$ cat src/rtl/pcnw_pkg.sv
// pcnw_pkg: shared types and constants of the periodic cell neighbour walk unit
// used by pcnw_front, pcnw_back and the top level, no dependencies of its own

package pcnw_pkg;

  localparam int unsigned CoordW = 8;
  localparam int unsigned CountW = 9;
  localparam int unsigned IndexW = 24;
  localparam int unsigned YTermW = 16;
  localparam int unsigned AreaW  = 17;
  localparam int unsigned AddrW  = 4;
  localparam int unsigned DataW  = 32;

  localparam logic [CountW-1:0] MinCount = 9'd3;
  localparam logic [CountW-1:0] MaxCount = 9'd256;

  localparam logic OpNeighbours = 1'b0;
  localparam logic OpCrossing   = 1'b1;

  localparam logic [1:0] AxisX = 2'd0;
  localparam logic [1:0] AxisY = 2'd1;
  localparam logic [1:0] AxisZ = 2'd2;

  localparam logic [1:0] RegCountX = 2'd0;
  localparam logic [1:0] RegCountY = 2'd1;
  localparam logic [1:0] RegCountZ = 2'd2;

  typedef enum logic [1:0] {
    KIND_NEIGHBOUR = 2'd0,
    KIND_ENTERED   = 2'd1,
    KIND_BAD       = 2'd2
  } kind_e;

  typedef struct packed {
    logic [CountW-1:0] count_x;
    logic [CountW-1:0] count_y;
    logic [CountW-1:0] count_z;
  } cfg_t;

  typedef struct packed {
    logic              opcode;
    logic [CoordW-1:0] cell_x;
    logic [CoordW-1:0] cell_y;
    logic [CoordW-1:0] cell_z;
    logic [1:0]        cross_axis;
    logic              cross_positive;
  } item_t;

  // index terms per axis: slot 0 coordinate -1, 1 centre, 2 +1; crossed axis two out
  typedef struct packed {
    logic                   bad;
    logic                   opcode;
    logic [1:0]             axis;
    logic [2:0][CoordW-1:0] x_term;
    logic [2:0][YTermW-1:0] y_term;
    logic [2:0][IndexW-1:0] z_term;
    logic [IndexW-1:0]      ent_term;
  } desc_t;

  typedef struct packed {
    logic [IndexW-1:0] cell_index;
    kind_e             kind;
    logic              last;
  } res_t;

endpackage

$ cat src/rtl/pcnw_fifo.sv
// pcnw_fifo: small first-in first-out queue of flip-flops with registered count
// generic width and depth, no package dependency

module pcnw_fifo #(
  parameter int unsigned WIDTH = 8,
  parameter int unsigned DEPTH = 2
) (
  input  logic             clk_i,
  input  logic             rst_ni,
  input  logic             push_i,
  output logic             full_o,
  input  logic [WIDTH-1:0] wdata_i,
  input  logic             pop_i,
  output logic             empty_o,
  output logic [WIDTH-1:0] rdata_o
);

  localparam int unsigned PtrW = (DEPTH > 1) ? $clog2(DEPTH) : 1;
  localparam int unsigned CntW = $clog2(DEPTH + 1);

  logic [WIDTH-1:0] mem_q [DEPTH];
  logic [PtrW-1:0]  wptr_q, wptr_d, rptr_q, rptr_d;
  logic [CntW-1:0]  cnt_q, cnt_d;
  logic             do_push, do_pop;

  assign full_o  = (cnt_q == CntW'(DEPTH));
  assign empty_o = (cnt_q == '0);
  assign do_push = push_i && !full_o;
  assign do_pop  = pop_i && !empty_o;
  assign rdata_o = mem_q[rptr_q];

  always_comb begin
    wptr_d = wptr_q;
    rptr_d = rptr_q;
    cnt_d  = cnt_q;
    if (do_push) begin
      wptr_d = (wptr_q == PtrW'(DEPTH - 1)) ? '0 : wptr_q + PtrW'(1);
    end
    if (do_pop) begin
      rptr_d = (rptr_q == PtrW'(DEPTH - 1)) ? '0 : rptr_q + PtrW'(1);
    end
    if (do_push && !do_pop) begin
      cnt_d = cnt_q + CntW'(1);
    end else if (do_pop && !do_push) begin
      cnt_d = cnt_q - CntW'(1);
    end
  end

  always_ff @(posedge clk_i or negedge rst_ni) begin
    if (!rst_ni) begin
      wptr_q <= '0;
      rptr_q <= '0;
      cnt_q  <= '0;
    end else begin
      wptr_q <= wptr_d;
      rptr_q <= rptr_d;
      cnt_q  <= cnt_d;
    end
  end

  always_ff @(posedge clk_i) begin
    if (do_push) begin
      mem_q[wptr_q] <= wdata_i;
    end
  end

  a_cnt_bound: assert property (@(posedge clk_i) disable iff (!rst_ni)
    cnt_q <= CntW'(DEPTH))
    else $error("queue fill count beyond depth");

endmodule

$ cat src/rtl/pcnw_front.sv
// pcnw_front: accepts items, checks coordinates, wraps them and forms index terms
// depends on pcnw_pkg; two stages, second one holds the multipliers

module pcnw_front (
  input  logic            clk_i,
  input  logic            rst_ni,
  input  pcnw_pkg::cfg_t  cfg_i,
  input  logic            push_i,
  output logic            full_o,
  input  pcnw_pkg::item_t item_i,
  output logic            desc_valid_o,
  output pcnw_pkg::desc_t desc_o,
  input  logic            desc_ready_i
);

  function automatic logic [pcnw_pkg::CountW-1:0] clamp_count(
    input logic [pcnw_pkg::CountW-1:0] v
  );
    logic [pcnw_pkg::CountW-1:0] r;
    r = v;
    if (v < pcnw_pkg::MinCount) begin
      r = pcnw_pkg::MinCount;
    end else if (v > pcnw_pkg::MaxCount) begin
      r = pcnw_pkg::MaxCount;
    end
    return r;
  endfunction

  logic [2:0][pcnw_pkg::CountW-1:0] n;
  logic [2:0][pcnw_pkg::CoordW-1:0] c;
  logic [2:0][pcnw_pkg::CoordW-1:0] dec1, inc1, dec2, inc2;
  logic [2:0][2:0][pcnw_pkg::CoordW-1:0] trip_d;
  logic [pcnw_pkg::CoordW-1:0] ent_d;
  logic bad_d;

  // stage a
  logic va_q;
  logic a_bad_q, a_op_q;
  logic [1:0] a_axis_q;
  logic [2:0][2:0][pcnw_pkg::CoordW-1:0] a_trip_q;
  logic [pcnw_pkg::CoordW-1:0] a_ent_q;

  // stage b
  logic vb_q;
  pcnw_pkg::desc_t desc_q, desc_d;
  logic [pcnw_pkg::AreaW-1:0] nxy_q, nxy_d;
  logic [17:0] nxy_full;

  logic ready_a, ready_b, accept;

  assign n[0] = clamp_count(cfg_i.count_x);
  assign n[1] = clamp_count(cfg_i.count_y);
  assign n[2] = clamp_count(cfg_i.count_z);
  assign c[0] = item_i.cell_x;
  assign c[1] = item_i.cell_y;
  assign c[2] = item_i.cell_z;

  assign ready_b = !vb_q || desc_ready_i;
  assign ready_a = !va_q || ready_b;
  assign full_o  = !ready_a;
  assign accept  = push_i && ready_a;

  // one and two step moves, each a single compare and subtract as n is at least three
  always_comb begin
    logic [pcnw_pkg::CountW-1:0] s1, s2, d2;
    for (int a = 0; a < 3; a++) begin
      s1 = {1'b0, c[a]} + 9'd1;
      s2 = {1'b0, c[a]} + 9'd2;
      d2 = {1'b0, c[a]} + n[a] - 9'd2;
      dec1[a] = (c[a] == '0) ? 8'(n[a] - 9'd1) : c[a] - 8'd1;
      inc1[a] = (s1 == n[a]) ? '0 : s1[7:0];
      inc2[a] = (s2 >= n[a]) ? 8'(s2 - n[a]) : s2[7:0];
      dec2[a] = (c[a] >= 8'd2) ? c[a] - 8'd2 : d2[7:0];
    end
  end

  always_comb begin
    logic [1:0] ax;
    ax = item_i.cross_axis;
    ent_d = '0;
    for (int a = 0; a < 3; a++) begin
      if (item_i.opcode == pcnw_pkg::OpCrossing && ax == 2'(a)) begin
        // crossed axis sits two steps out for the whole face
        trip_d[a][0] = item_i.cross_positive ? inc2[a] : dec2[a];
        trip_d[a][1] = item_i.cross_positive ? inc2[a] : dec2[a];
        trip_d[a][2] = item_i.cross_positive ? inc2[a] : dec2[a];
        ent_d        = item_i.cross_positive ? inc1[a] : dec1[a];
      end else begin
        trip_d[a][0] = dec1[a];
        trip_d[a][1] = c[a];
        trip_d[a][2] = inc1[a];
      end
    end
    bad_d = ({1'b0, c[0]} >= n[0]) || ({1'b0, c[1]} >= n[1]) || ({1'b0, c[2]} >= n[2]) ||
            (item_i.opcode == pcnw_pkg::OpCrossing && ax != pcnw_pkg::AxisX &&
             ax != pcnw_pkg::AxisY && ax != pcnw_pkg::AxisZ);
  end

  assign nxy_full = n[0] * n[1];
  assign nxy_d    = nxy_full[pcnw_pkg::AreaW-1:0];

  always_comb begin
    logic [16:0] yp;
    logic [24:0] zp, ep;
    logic [pcnw_pkg::AreaW-1:0] weight;
    desc_d.bad    = a_bad_q;
    desc_d.opcode = a_op_q;
    desc_d.axis   = a_axis_q;
    for (int k = 0; k < 3; k++) begin
      yp = a_trip_q[1][k] * n[0];
      zp = a_trip_q[2][k] * nxy_q;
      desc_d.x_term[k] = a_trip_q[0][k];
      desc_d.y_term[k] = yp[pcnw_pkg::YTermW-1:0];
      desc_d.z_term[k] = zp[pcnw_pkg::IndexW-1:0];
    end
    case (a_axis_q)
      pcnw_pkg::AxisX: weight = 17'd1;
      pcnw_pkg::AxisY: weight = {8'd0, n[0]};
      pcnw_pkg::AxisZ: weight = nxy_q;
      default:         weight = '0;
    endcase
    ep = a_ent_q * weight;
    desc_d.ent_term = ep[pcnw_pkg::IndexW-1:0];
  end

  always_ff @(posedge clk_i or negedge rst_ni) begin
    if (!rst_ni) begin
      va_q  <= 1'b0;
      vb_q  <= 1'b0;
      nxy_q <= '0;
    end else begin
      nxy_q <= nxy_d;
      if (ready_a) begin
        va_q <= accept;
      end
      if (ready_b) begin
        vb_q <= va_q;
      end
    end
  end

  always_ff @(posedge clk_i) begin
    if (accept) begin
      a_bad_q  <= bad_d;
      a_op_q   <= item_i.opcode;
      a_axis_q <= item_i.cross_axis;
      a_trip_q <= trip_d;
      a_ent_q  <= ent_d;
    end
    if (ready_b && va_q) begin
      desc_q <= desc_d;
    end
  end

  assign desc_valid_o = vb_q;
  assign desc_o       = desc_q;

endmodule

$ cat src/rtl/pcnw_back.sv
// pcnw_back: walks one queued descriptor and emits one cell index a
// cycle while the result queue has room; depends on pcnw_pkg

module pcnw_back (
  input  logic            clk_i,
  input  logic            rst_ni,
  input  logic            desc_valid_i,
  input  pcnw_pkg::desc_t desc_i,
  output logic            desc_pop_o,
  output logic            res_push_o,
  output pcnw_pkg::res_t  res_o,
  input  logic            res_full_i
);

  logic [1:0] k0_q, k0_d, k1_q, k1_d, k2_q, k2_d;
  logic       ent_done_q, ent_done_d;
  logic [1:0] sel_x, sel_y, sel_z;
  logic       entering, is_last, emit;
  logic [pcnw_pkg::IndexW-1:0] tx, ty, tz, sum;
  pcnw_pkg::kind_e kind;

  assign emit = desc_valid_i && !res_full_i;

  always_comb begin
    sel_x    = 2'd1;
    sel_y    = 2'd1;
    sel_z    = 2'd1;
    entering = 1'b0;
    kind     = pcnw_pkg::KIND_NEIGHBOUR;
    is_last  = 1'b0;
    if (desc_i.bad) begin
      kind    = pcnw_pkg::KIND_BAD;
      is_last = 1'b1;
    end else if (desc_i.opcode == pcnw_pkg::OpNeighbours) begin
      sel_x   = k0_q;
      sel_y   = k1_q;
      sel_z   = k2_q;
      is_last = (k0_q == 2'd2) && (k1_q == 2'd2) && (k2_q == 2'd2);
    end else if (!ent_done_q) begin
      entering = 1'b1;
      kind     = pcnw_pkg::KIND_ENTERED;
    end else begin
      // face walk: outer loop on axis plus two, inner on axis plus one
      case (desc_i.axis)
        pcnw_pkg::AxisX: begin
          sel_z = k1_q;
          sel_y = k0_q;
        end
        pcnw_pkg::AxisY: begin
          sel_x = k1_q;
          sel_z = k0_q;
        end
        default: begin
          sel_y = k1_q;
          sel_x = k0_q;
        end
      endcase
      is_last = (k0_q == 2'd2) && (k1_q == 2'd2);
    end
  end

  always_comb begin
    tx = {16'd0, desc_i.x_term[sel_x]};
    ty = {8'd0, desc_i.y_term[sel_y]};
    tz = desc_i.z_term[sel_z];
    if (entering) begin
      case (desc_i.axis)
        pcnw_pkg::AxisX: tx = desc_i.ent_term;
        pcnw_pkg::AxisY: ty = desc_i.ent_term;
        default:         tz = desc_i.ent_term;
      endcase
    end
    sum = desc_i.bad ? '0 : tx + ty + tz;
  end

  always_comb begin
    k0_d       = k0_q;
    k1_d       = k1_q;
    k2_d       = k2_q;
    ent_done_d = ent_done_q;
    if (emit) begin
      if (is_last) begin
        k0_d       = '0;
        k1_d       = '0;
        k2_d       = '0;
        ent_done_d = 1'b0;
      end else if (entering) begin
        ent_done_d = 1'b1;
      end else if (k0_q == 2'd2) begin
        k0_d = '0;
        if (k1_q == 2'd2) begin
          k1_d = '0;
          k2_d = k2_q + 2'd1;
        end else begin
          k1_d = k1_q + 2'd1;
        end
      end else begin
        k0_d = k0_q + 2'd1;
      end
    end
  end

  always_ff @(posedge clk_i or negedge rst_ni) begin
    if (!rst_ni) begin
      k0_q       <= '0;
      k1_q       <= '0;
      k2_q       <= '0;
      ent_done_q <= 1'b0;
    end else begin
      k0_q       <= k0_d;
      k1_q       <= k1_d;
      k2_q       <= k2_d;
      ent_done_q <= ent_done_d;
    end
  end

  assign res_push_o       = emit;
  assign desc_pop_o       = emit && is_last;
  assign res_o.cell_index = sum;
  assign res_o.kind       = kind;
  assign res_o.last       = is_last;

  a_bad_single: assert property (@(posedge clk_i) disable iff (!rst_ni)
    res_push_o && res_o.kind == pcnw_pkg::KIND_BAD |-> res_o.last && desc_pop_o)
    else $error("bad coordinate word not a single closing word");

  a_pop_rewinds: assert property (@(posedge clk_i) disable iff (!rst_ni)
    desc_pop_o |=> k0_q == '0 && k1_q == '0 && k2_q == '0 && !ent_done_q)
    else $error("walk counters not rewound after descriptor retired");

  a_entered_first: assert property (@(posedge clk_i) disable iff (!rst_ni)
    res_push_o && res_o.kind == pcnw_pkg::KIND_ENTERED |=>
      ent_done_q && k0_q == '0 && k1_q == '0)
    else $error("face walk did not start at its origin after entered cell");

endmodule

$ cat src/rtl/periodic_cell_neighbour_walk_unit.sv
// periodic_cell_neighbour_walk_unit: top level, configuration registers and queues
// depends on pcnw_pkg, pcnw_front, pcnw_fifo and pcnw_back
//
// Usage: program count_x, count_y, count_z (byte addresses 0, 4, 8) over the
// register port while no item is in flight; each resets to 3 and is clamped
// to 3..256 when used. Items enter through push/full: an item is taken on a
// clock edge with push high and full low. Results leave through empty/pop:
// the oldest result sits on cell_index_o, kind_o, last_o while empty is low
// and is taken on an edge with pop high.
// A neighbourhood item gives 27 results, a face crossing item gives 10 (the
// entered cell first), an item with a bad coordinate or axis gives one. The
// back end produces one result per cycle from a single three-way adder while
// the result queue has room, finishing an item before it takes the next; the
// front end takes a new item every cycle until the descriptor queue fills.
// If the receiver stops popping, the result queue fills, the back end holds,
// then the descriptor queue and front end fill and full rises; nothing is
// dropped. Reset empties all queues and the walk counters and returns the
// counts to 3.

module periodic_cell_neighbour_walk_unit #(
  parameter int unsigned DESC_DEPTH = 2,
  parameter int unsigned RES_DEPTH  = 2
) (
  input  logic                          clk_i,
  input  logic                          rst_ni,
  // register port
  input  logic                          psel,
  input  logic                          penable,
  input  logic                          pwrite,
  input  logic [pcnw_pkg::AddrW-1:0]    paddr,
  input  logic [pcnw_pkg::DataW-1:0]    pwdata,
  output logic [pcnw_pkg::DataW-1:0]    prdata,
  output logic                          pready,
  // items
  input  logic                          push,
  output logic                          full,
  input  logic                          opcode_i,
  input  logic [pcnw_pkg::CoordW-1:0]   cell_x_i,
  input  logic [pcnw_pkg::CoordW-1:0]   cell_y_i,
  input  logic [pcnw_pkg::CoordW-1:0]   cell_z_i,
  input  logic [1:0]                    cross_axis_i,
  input  logic                          cross_positive_i,
  // results
  output logic                          empty,
  input  logic                          pop,
  output logic [pcnw_pkg::IndexW-1:0]   cell_index_o,
  output logic [1:0]                    kind_o,
  output logic                          last_o
);

  pcnw_pkg::cfg_t  cfg_q, cfg_d;
  pcnw_pkg::item_t item;
  pcnw_pkg::desc_t front_desc, back_desc;
  pcnw_pkg::res_t  back_res, out_res;
  logic cfg_wr;
  logic front_desc_valid, desc_full, desc_empty, desc_pop;
  logic res_push, res_full;

  // register port
  assign pready = 1'b1;
  assign cfg_wr = psel && penable && pwrite && pready;

  always_comb begin
    cfg_d = cfg_q;
    if (cfg_wr) begin
      case (paddr[3:2])
        pcnw_pkg::RegCountX: cfg_d.count_x = pwdata[pcnw_pkg::CountW-1:0];
        pcnw_pkg::RegCountY: cfg_d.count_y = pwdata[pcnw_pkg::CountW-1:0];
        pcnw_pkg::RegCountZ: cfg_d.count_z = pwdata[pcnw_pkg::CountW-1:0];
        default: ;
      endcase
    end
  end

  always_comb begin
    case (paddr[3:2])
      pcnw_pkg::RegCountX: prdata = {23'd0, cfg_q.count_x};
      pcnw_pkg::RegCountY: prdata = {23'd0, cfg_q.count_y};
      pcnw_pkg::RegCountZ: prdata = {23'd0, cfg_q.count_z};
      default:             prdata = '0;
    endcase
  end

  always_ff @(posedge clk_i or negedge rst_ni) begin
    if (!rst_ni) begin
      cfg_q.count_x <= pcnw_pkg::MinCount;
      cfg_q.count_y <= pcnw_pkg::MinCount;
      cfg_q.count_z <= pcnw_pkg::MinCount;
    end else begin
      cfg_q <= cfg_d;
    end
  end

  assign item.opcode         = opcode_i;
  assign item.cell_x         = cell_x_i;
  assign item.cell_y         = cell_y_i;
  assign item.cell_z         = cell_z_i;
  assign item.cross_axis     = cross_axis_i;
  assign item.cross_positive = cross_positive_i;

  pcnw_front u_front (
    .clk_i        (clk_i),
    .rst_ni       (rst_ni),
    .cfg_i        (cfg_q),
    .push_i       (push),
    .full_o       (full),
    .item_i       (item),
    .desc_valid_o (front_desc_valid),
    .desc_o       (front_desc),
    .desc_ready_i (!desc_full)
  );

  pcnw_fifo #(
    .WIDTH ($bits(pcnw_pkg::desc_t)),
    .DEPTH (DESC_DEPTH)
  ) u_desc_fifo (
    .clk_i   (clk_i),
    .rst_ni  (rst_ni),
    .push_i  (front_desc_valid),
    .full_o  (desc_full),
    .wdata_i (front_desc),
    .pop_i   (desc_pop),
    .empty_o (desc_empty),
    .rdata_o (back_desc)
  );

  pcnw_back u_back (
    .clk_i        (clk_i),
    .rst_ni       (rst_ni),
    .desc_valid_i (!desc_empty),
    .desc_i       (back_desc),
    .desc_pop_o   (desc_pop),
    .res_push_o   (res_push),
    .res_o        (back_res),
    .res_full_i   (res_full)
  );

  pcnw_fifo #(
    .WIDTH ($bits(pcnw_pkg::res_t)),
    .DEPTH (RES_DEPTH)
  ) u_res_fifo (
    .clk_i   (clk_i),
    .rst_ni  (rst_ni),
    .push_i  (res_push),
    .full_o  (res_full),
    .wdata_i (back_res),
    .pop_i   (pop),
    .empty_o (empty),
    .rdata_o (out_res)
  );

  assign cell_index_o = out_res.cell_index;
  assign kind_o       = out_res.kind;
  assign last_o       = out_res.last;

endmodule
$ cat config.mk
export PLATFORM = sky130hd
export DESIGN_NAME = periodic_cell_neighbour_walk_unit
export DESIGN_NICKNAME = d
export VERILOG_FILES = /design/src/rtl/pcnw_pkg.sv /design/src/rtl/pcnw_fifo.sv /design/src/rtl/pcnw_front.sv /design/src/rtl/pcnw_back.sv /design/src/rtl/periodic_cell_neighbour_walk_unit.sv
export SDC_FILE = /design/constraint.sdc
export NUM_CORES = 2
export LEC_CHECK = 0
export BUFFER_PORTS_ARGS = -buffer_cell sky130_fd_sc_hd__clkbuf_2
export CORE_MARGIN = 3
export CORE_UTILIZATION = 51
export DETAILED_ROUTE_END_ITERATION = 10
export PLACE_DENSITY_LB_ADDON = 0.1
export SLEW_MARGIN = 5
export SYNTH_ARGS = -nofsm -noshare
export SYNTH_HDL_FRONTEND = slang
export SYNTH_SLANG_ARGS = --single-unit
$ cat constraint.sdc
create_clock -name clk_i -period 10.5 [get_ports clk_i]
set_input_delay 1.05 -clock clk_i [delete_from_list [all_inputs] [get_ports clk_i]]
set_output_delay 1.05 -clock clk_i [all_outputs]
set_load 0.01 [all_outputs]
==> metrics.log <==
INFO  metric timing.hold.worst.class = reg -> reg
INFO  metric post-route-period-util = 0.694
INFO  metric final.setup.tns = 0 ns
INFO  metric layout.core_utilization = 0.555
INFO  metric global_router_s_overall_resource_usage = 0.250
INFO  metric netlist_top_cells_count = 679 x sky130_fd_sc_hd__inv_1, 654 x sky130_fd_sc_hd__edfxtp_1, 567 x sky130_fd_sc_hd__nand2_1, 558 x sky130_fd_sc_hd__fa_1, 440 x sky130_fd_sc_hd__ha_1
INFO  metric clock_insertion_delay_worst_skew = 0.68 ns
INFO  metric post_dp_cell_area = 61000 um2
INFO  metric worst_slew_pin_slew = 1.16 ns
INFO  metric seq_area_frac_synth = 0.357
INFO  metric htreeDepth = 3
INFO  metric critPathKind = reg -> reg
INFO  metric finClkSkew = 0.0472 ns
INFO  metric row_count = 124
INFO  metric filler_cell_count = 9964
INFO  metric post_cts_buffers = 0
INFO  metric synthFlopType = sky130_fd_sc_hd__edfxtp_1
INFO  metric post-route-drc-count = 0
INFO  metric synth_edf_count = 654
INFO  metric achievable-frequency = 137 MHz
INFO  metric rsz0062_at_grt = no
INFO  metric max_cap_violations = 0
INFO  metric netlist_area = 59300 um2
INFO  metric viasPerCell = 5.65
INFO  metric gate_count_of_the_mapped_netlist = 5407
INFO  metric antenna_left = 0
INFO  metric port_buffers = 83
INFO  metric path_clk_slew = 0.06 ns
INFO  metric synth_area_per_cell = 11.0 um2
INFO  metric synth-seq-cells = 715
INFO  metric die_height = 347 um
INFO  metric met2RoutedLength = 65000 um
INFO  metric finish.instance_area = 63700 um2
INFO  metric cts_made_buffers = 80
INFO  metric dr_wl_met3 = 9790 um
INFO  metric cp.required = 10.87 ns
INFO  metric number_of_hold_violations_in_the_final_report = 0
INFO  metric end_kind = register
INFO  metric gp_routability_congestion = 0.901
INFO  metric wl_met1 = 68400 um
INFO  metric final_layout_size_suffix_gt1_frac = 0.0884
INFO  metric wire_length_of_the_first_global_routing_pass = 234000 um
INFO  metric ordered_list_of_cells_on_the_worst_path = or4_4, nor3_2, o21ai_2, o21ai_0, nand2_1, fa_1, fa_1, inv_1, fa_1, inv_1, fa_1, inv_1, ha_1, o21a_1, o31a_1, o221a_2, or3_1, a21oi_1, a21oi_1, a221oi_1, or3_1, o211ai_1
INFO  metric timing.critical_path.arrival = 7.66 ns
INFO  metric top_layer = met5
INFO  metric worst-path-max-fanout = 10
INFO  metric holdBufCountCts = 0
INFO  metric regToRegStartpoint = cfg_q[22]
INFO  metric kind_of_launch_point_of_the_worst_setup_path = register
INFO  metric die_area = 120000 um2
INFO  metric grt_antenna_before_repair = 17
INFO  metric grt_pass1_vias = 40200
INFO  metric core-area = 115000 um2
INFO  metric detail_route.first_pass.iterations = 6
INFO  metric grt_max_degree = 146
INFO  metric status = completed
INFO  metric grt.overflow.total = 0
INFO  metric path_delay_family = compound AO/OA/AOI/OAI gates
INFO  metric routed_wirelength = 147000 um
INFO  metric syn2layout_area_growth = 7.44%
INFO  metric cts_sinks = 715
INFO  metric report.final.setup_viol = 0
INFO  metric yosysTopAreaCellShare = 0.331
INFO  metric clk_root_buffer_cell = sky130_fd_sc_hd__clkbuf_16
INFO  metric drt_iter0_drc = 3215
INFO  metric synth.area.top_cells = sky130_fd_sc_hd__edfxtp_1 33%, sky130_fd_sc_hd__fa_1 19%, sky130_fd_sc_hd__ha_1 9.3%
INFO  metric final.min_clock_period = 7.29 ns
INFO  metric tritoncts = yes
INFO  metric yosysMostFrequentCell = sky130_fd_sc_hd__inv_1
INFO  metric hp-start = u_front.a_trip_q[23]
INFO  metric startpoint = cfg_q[22]
INFO  metric largest_area_contributor_in_the_synthesized_netlist = sky130_fd_sc_hd__edfxtp_1
INFO  metric worst_path_max_delay_cell = sky130_fd_sc_hd__o21ai_0
INFO  metric ioPinCount = 133
INFO  metric fin_worst_hold_slack = 0.401 ns
INFO  metric slew_headroom = 0.220
INFO  metric design.final.nets = 6459
INFO  metric clk_buf_depth = 3
INFO  metric critical_path.max_stage_delay = 0.97 ns
INFO  metric cp.buffers_inverters = 3
INFO  metric ys_warn_count = 0
INFO  metric dp_hpwl = 108000 um
INFO  metric synthArstFlopShare = 0.0853
INFO  metric initial_utilization = 0.516
INFO  metric die_width = 347 um
INFO  metric yosysUniqueCellTypes = 100
INFO  metric vias = 39400
INFO  metric drt-wirelength-per-cell = 21.1 um
INFO  metric post_cts_resized = 0
INFO  metric path_common_cell = sky130_fd_sc_hd__fa_1
INFO  metric count_of_pins_over_their_slew_limit = 0
==> cell usage in the layout (no fill, tap or decap), types with 28 or more instances in the layout <==
cell                          n
sky130_fd_sc_hd__inv_1      679
sky130_fd_sc_hd__clkbuf_2    82
sky130_fd_sc_hd__a21oi_1    159
sky130_fd_sc_hd__and2_1     389
sky130_fd_sc_hd__a21o_1      79
sky130_fd_sc_hd__mux2_2     104
sky130_fd_sc_hd__mux4_2      47
sky130_fd_sc_hd__o21ai_0    135
sky130_fd_sc_hd__nand3_1     60
sky130_fd_sc_hd__nor3_1      69
sky130_fd_sc_hd__mux2i_1     71
sky130_fd_sc_hd__nor2_1     242
sky130_fd_sc_hd__clkbuf_16   80
sky130_fd_sc_hd__xor2_1      55
sky130_fd_sc_hd__a221oi_1    35
sky130_fd_sc_hd__dfrtp_1     53
sky130_fd_sc_hd__fa_1       558
sky130_fd_sc_hd__xnor2_1    214
sky130_fd_sc_hd__and3_1      42
sky130_fd_sc_hd__buf_4       50
sky130_fd_sc_hd__o22ai_1     28
sky130_fd_sc_hd__edfxtp_1   654
sky130_fd_sc_hd__nor2b_1     40
sky130_fd_sc_hd__ha_1       440
sky130_fd_sc_hd__o21bai_1    30
sky130_fd_sc_hd__nand2_1    567
==> flip-flops by register name, indices dropped and copies added, names as in the netlist <==
register              cells
u_res_fifo.wptr_q         1
u_desc_fifo.rptr_q        1
u_back.k0_q               2
u_front.desc_o          172
u_back.k1_q               2
u_front.a_trip_q         72
u_front.desc_valid_o      1
u_back.k2_q               2
u_res_fifo.cnt_q          2
u_desc_fifo.mem_q       344
u_res_fifo.rptr_q         1
u_front.a_bad_q           1
u_res_fifo.mem_q         54
u_front.nxy_q            17
u_desc_fifo.wptr_q        1
u_front.a_op_q            1
u_desc_fifo.cnt_q         2
u_back.ent_done_q         1
u_front.a_axis_q          2
u_front.a_ent_q           8
cfg_q                    27
u_front.va_q              1
==> per-stage QoR <==
step | worst slack, ns | cells
finish | 3.21 | 6971
global route | 2.61 | 6970
CTS | 3.27 | 6965
detailed placement | 3.29 | 6820
global placement | 3.39 | 6820
floorplan | 2.03 | 5429
==> path summary, 6_finish.rpt <==
check	endpoint	slack (ns)	cells after the start
worst min-delay path	u_front.desc_o[167]	0.40	0
worst max register to register	u_front.desc_o[23]	3.21	22
worst min register to register	u_front.desc_o[167]	0.40	0
worst max-delay path	u_front.desc_o[23]	3.21	22
min in group asynchronous	u_res_fifo.cnt_q[0]	0.47	1
max in group asynchronous	cfg_q[26]	9.29	1
==> layer usage <==
| metal | up-vias | track usage |
|---|---|---|
| li1 | 18200 | - |
| met1 | 19900 | 0.366 |
| met2 | 1106 | 0.382 |
| met3 | 215 | 0.0459 |
| met4 | 8 | 0.0713 |
| met5 | - | 0 |
==> cell families (layout without fill, tap and decap cells) <==
logic type,count (synthesis),count (layout),share of synthesized area
xor+xnor,270,270,0.0401
mux,224,224,0.0500
fa+ha+maj,998,998,0.281
flops,715,715,0.357
other cells,2,30,0.000127
compound gates,692,692,0.0781
simple gates,1557,1557,0.130
buf+inv,949,973,0.0635
==> layout make-up <==
type | count | area (um2) | share of cell area
diodes | 6 | 15.0 | 0.000236
clock buffers | 102 | 2130 | 0.0335
clock inverters | 43 | 541 | 0.00849
inverters | 693 | 2600 | 0.0408
multi-input cells | 3765 | 34500 | 0.541
flip-flops and latches | 715 | 21200 | 0.333
well taps | 1512 | 1890 | 0.0297
repair buffers | 135 | 846 | 0.0133
Power is left out: the tool's default activity adds up to more than one toggle a clock period on the data nets, which glitch-free logic cannot reach.
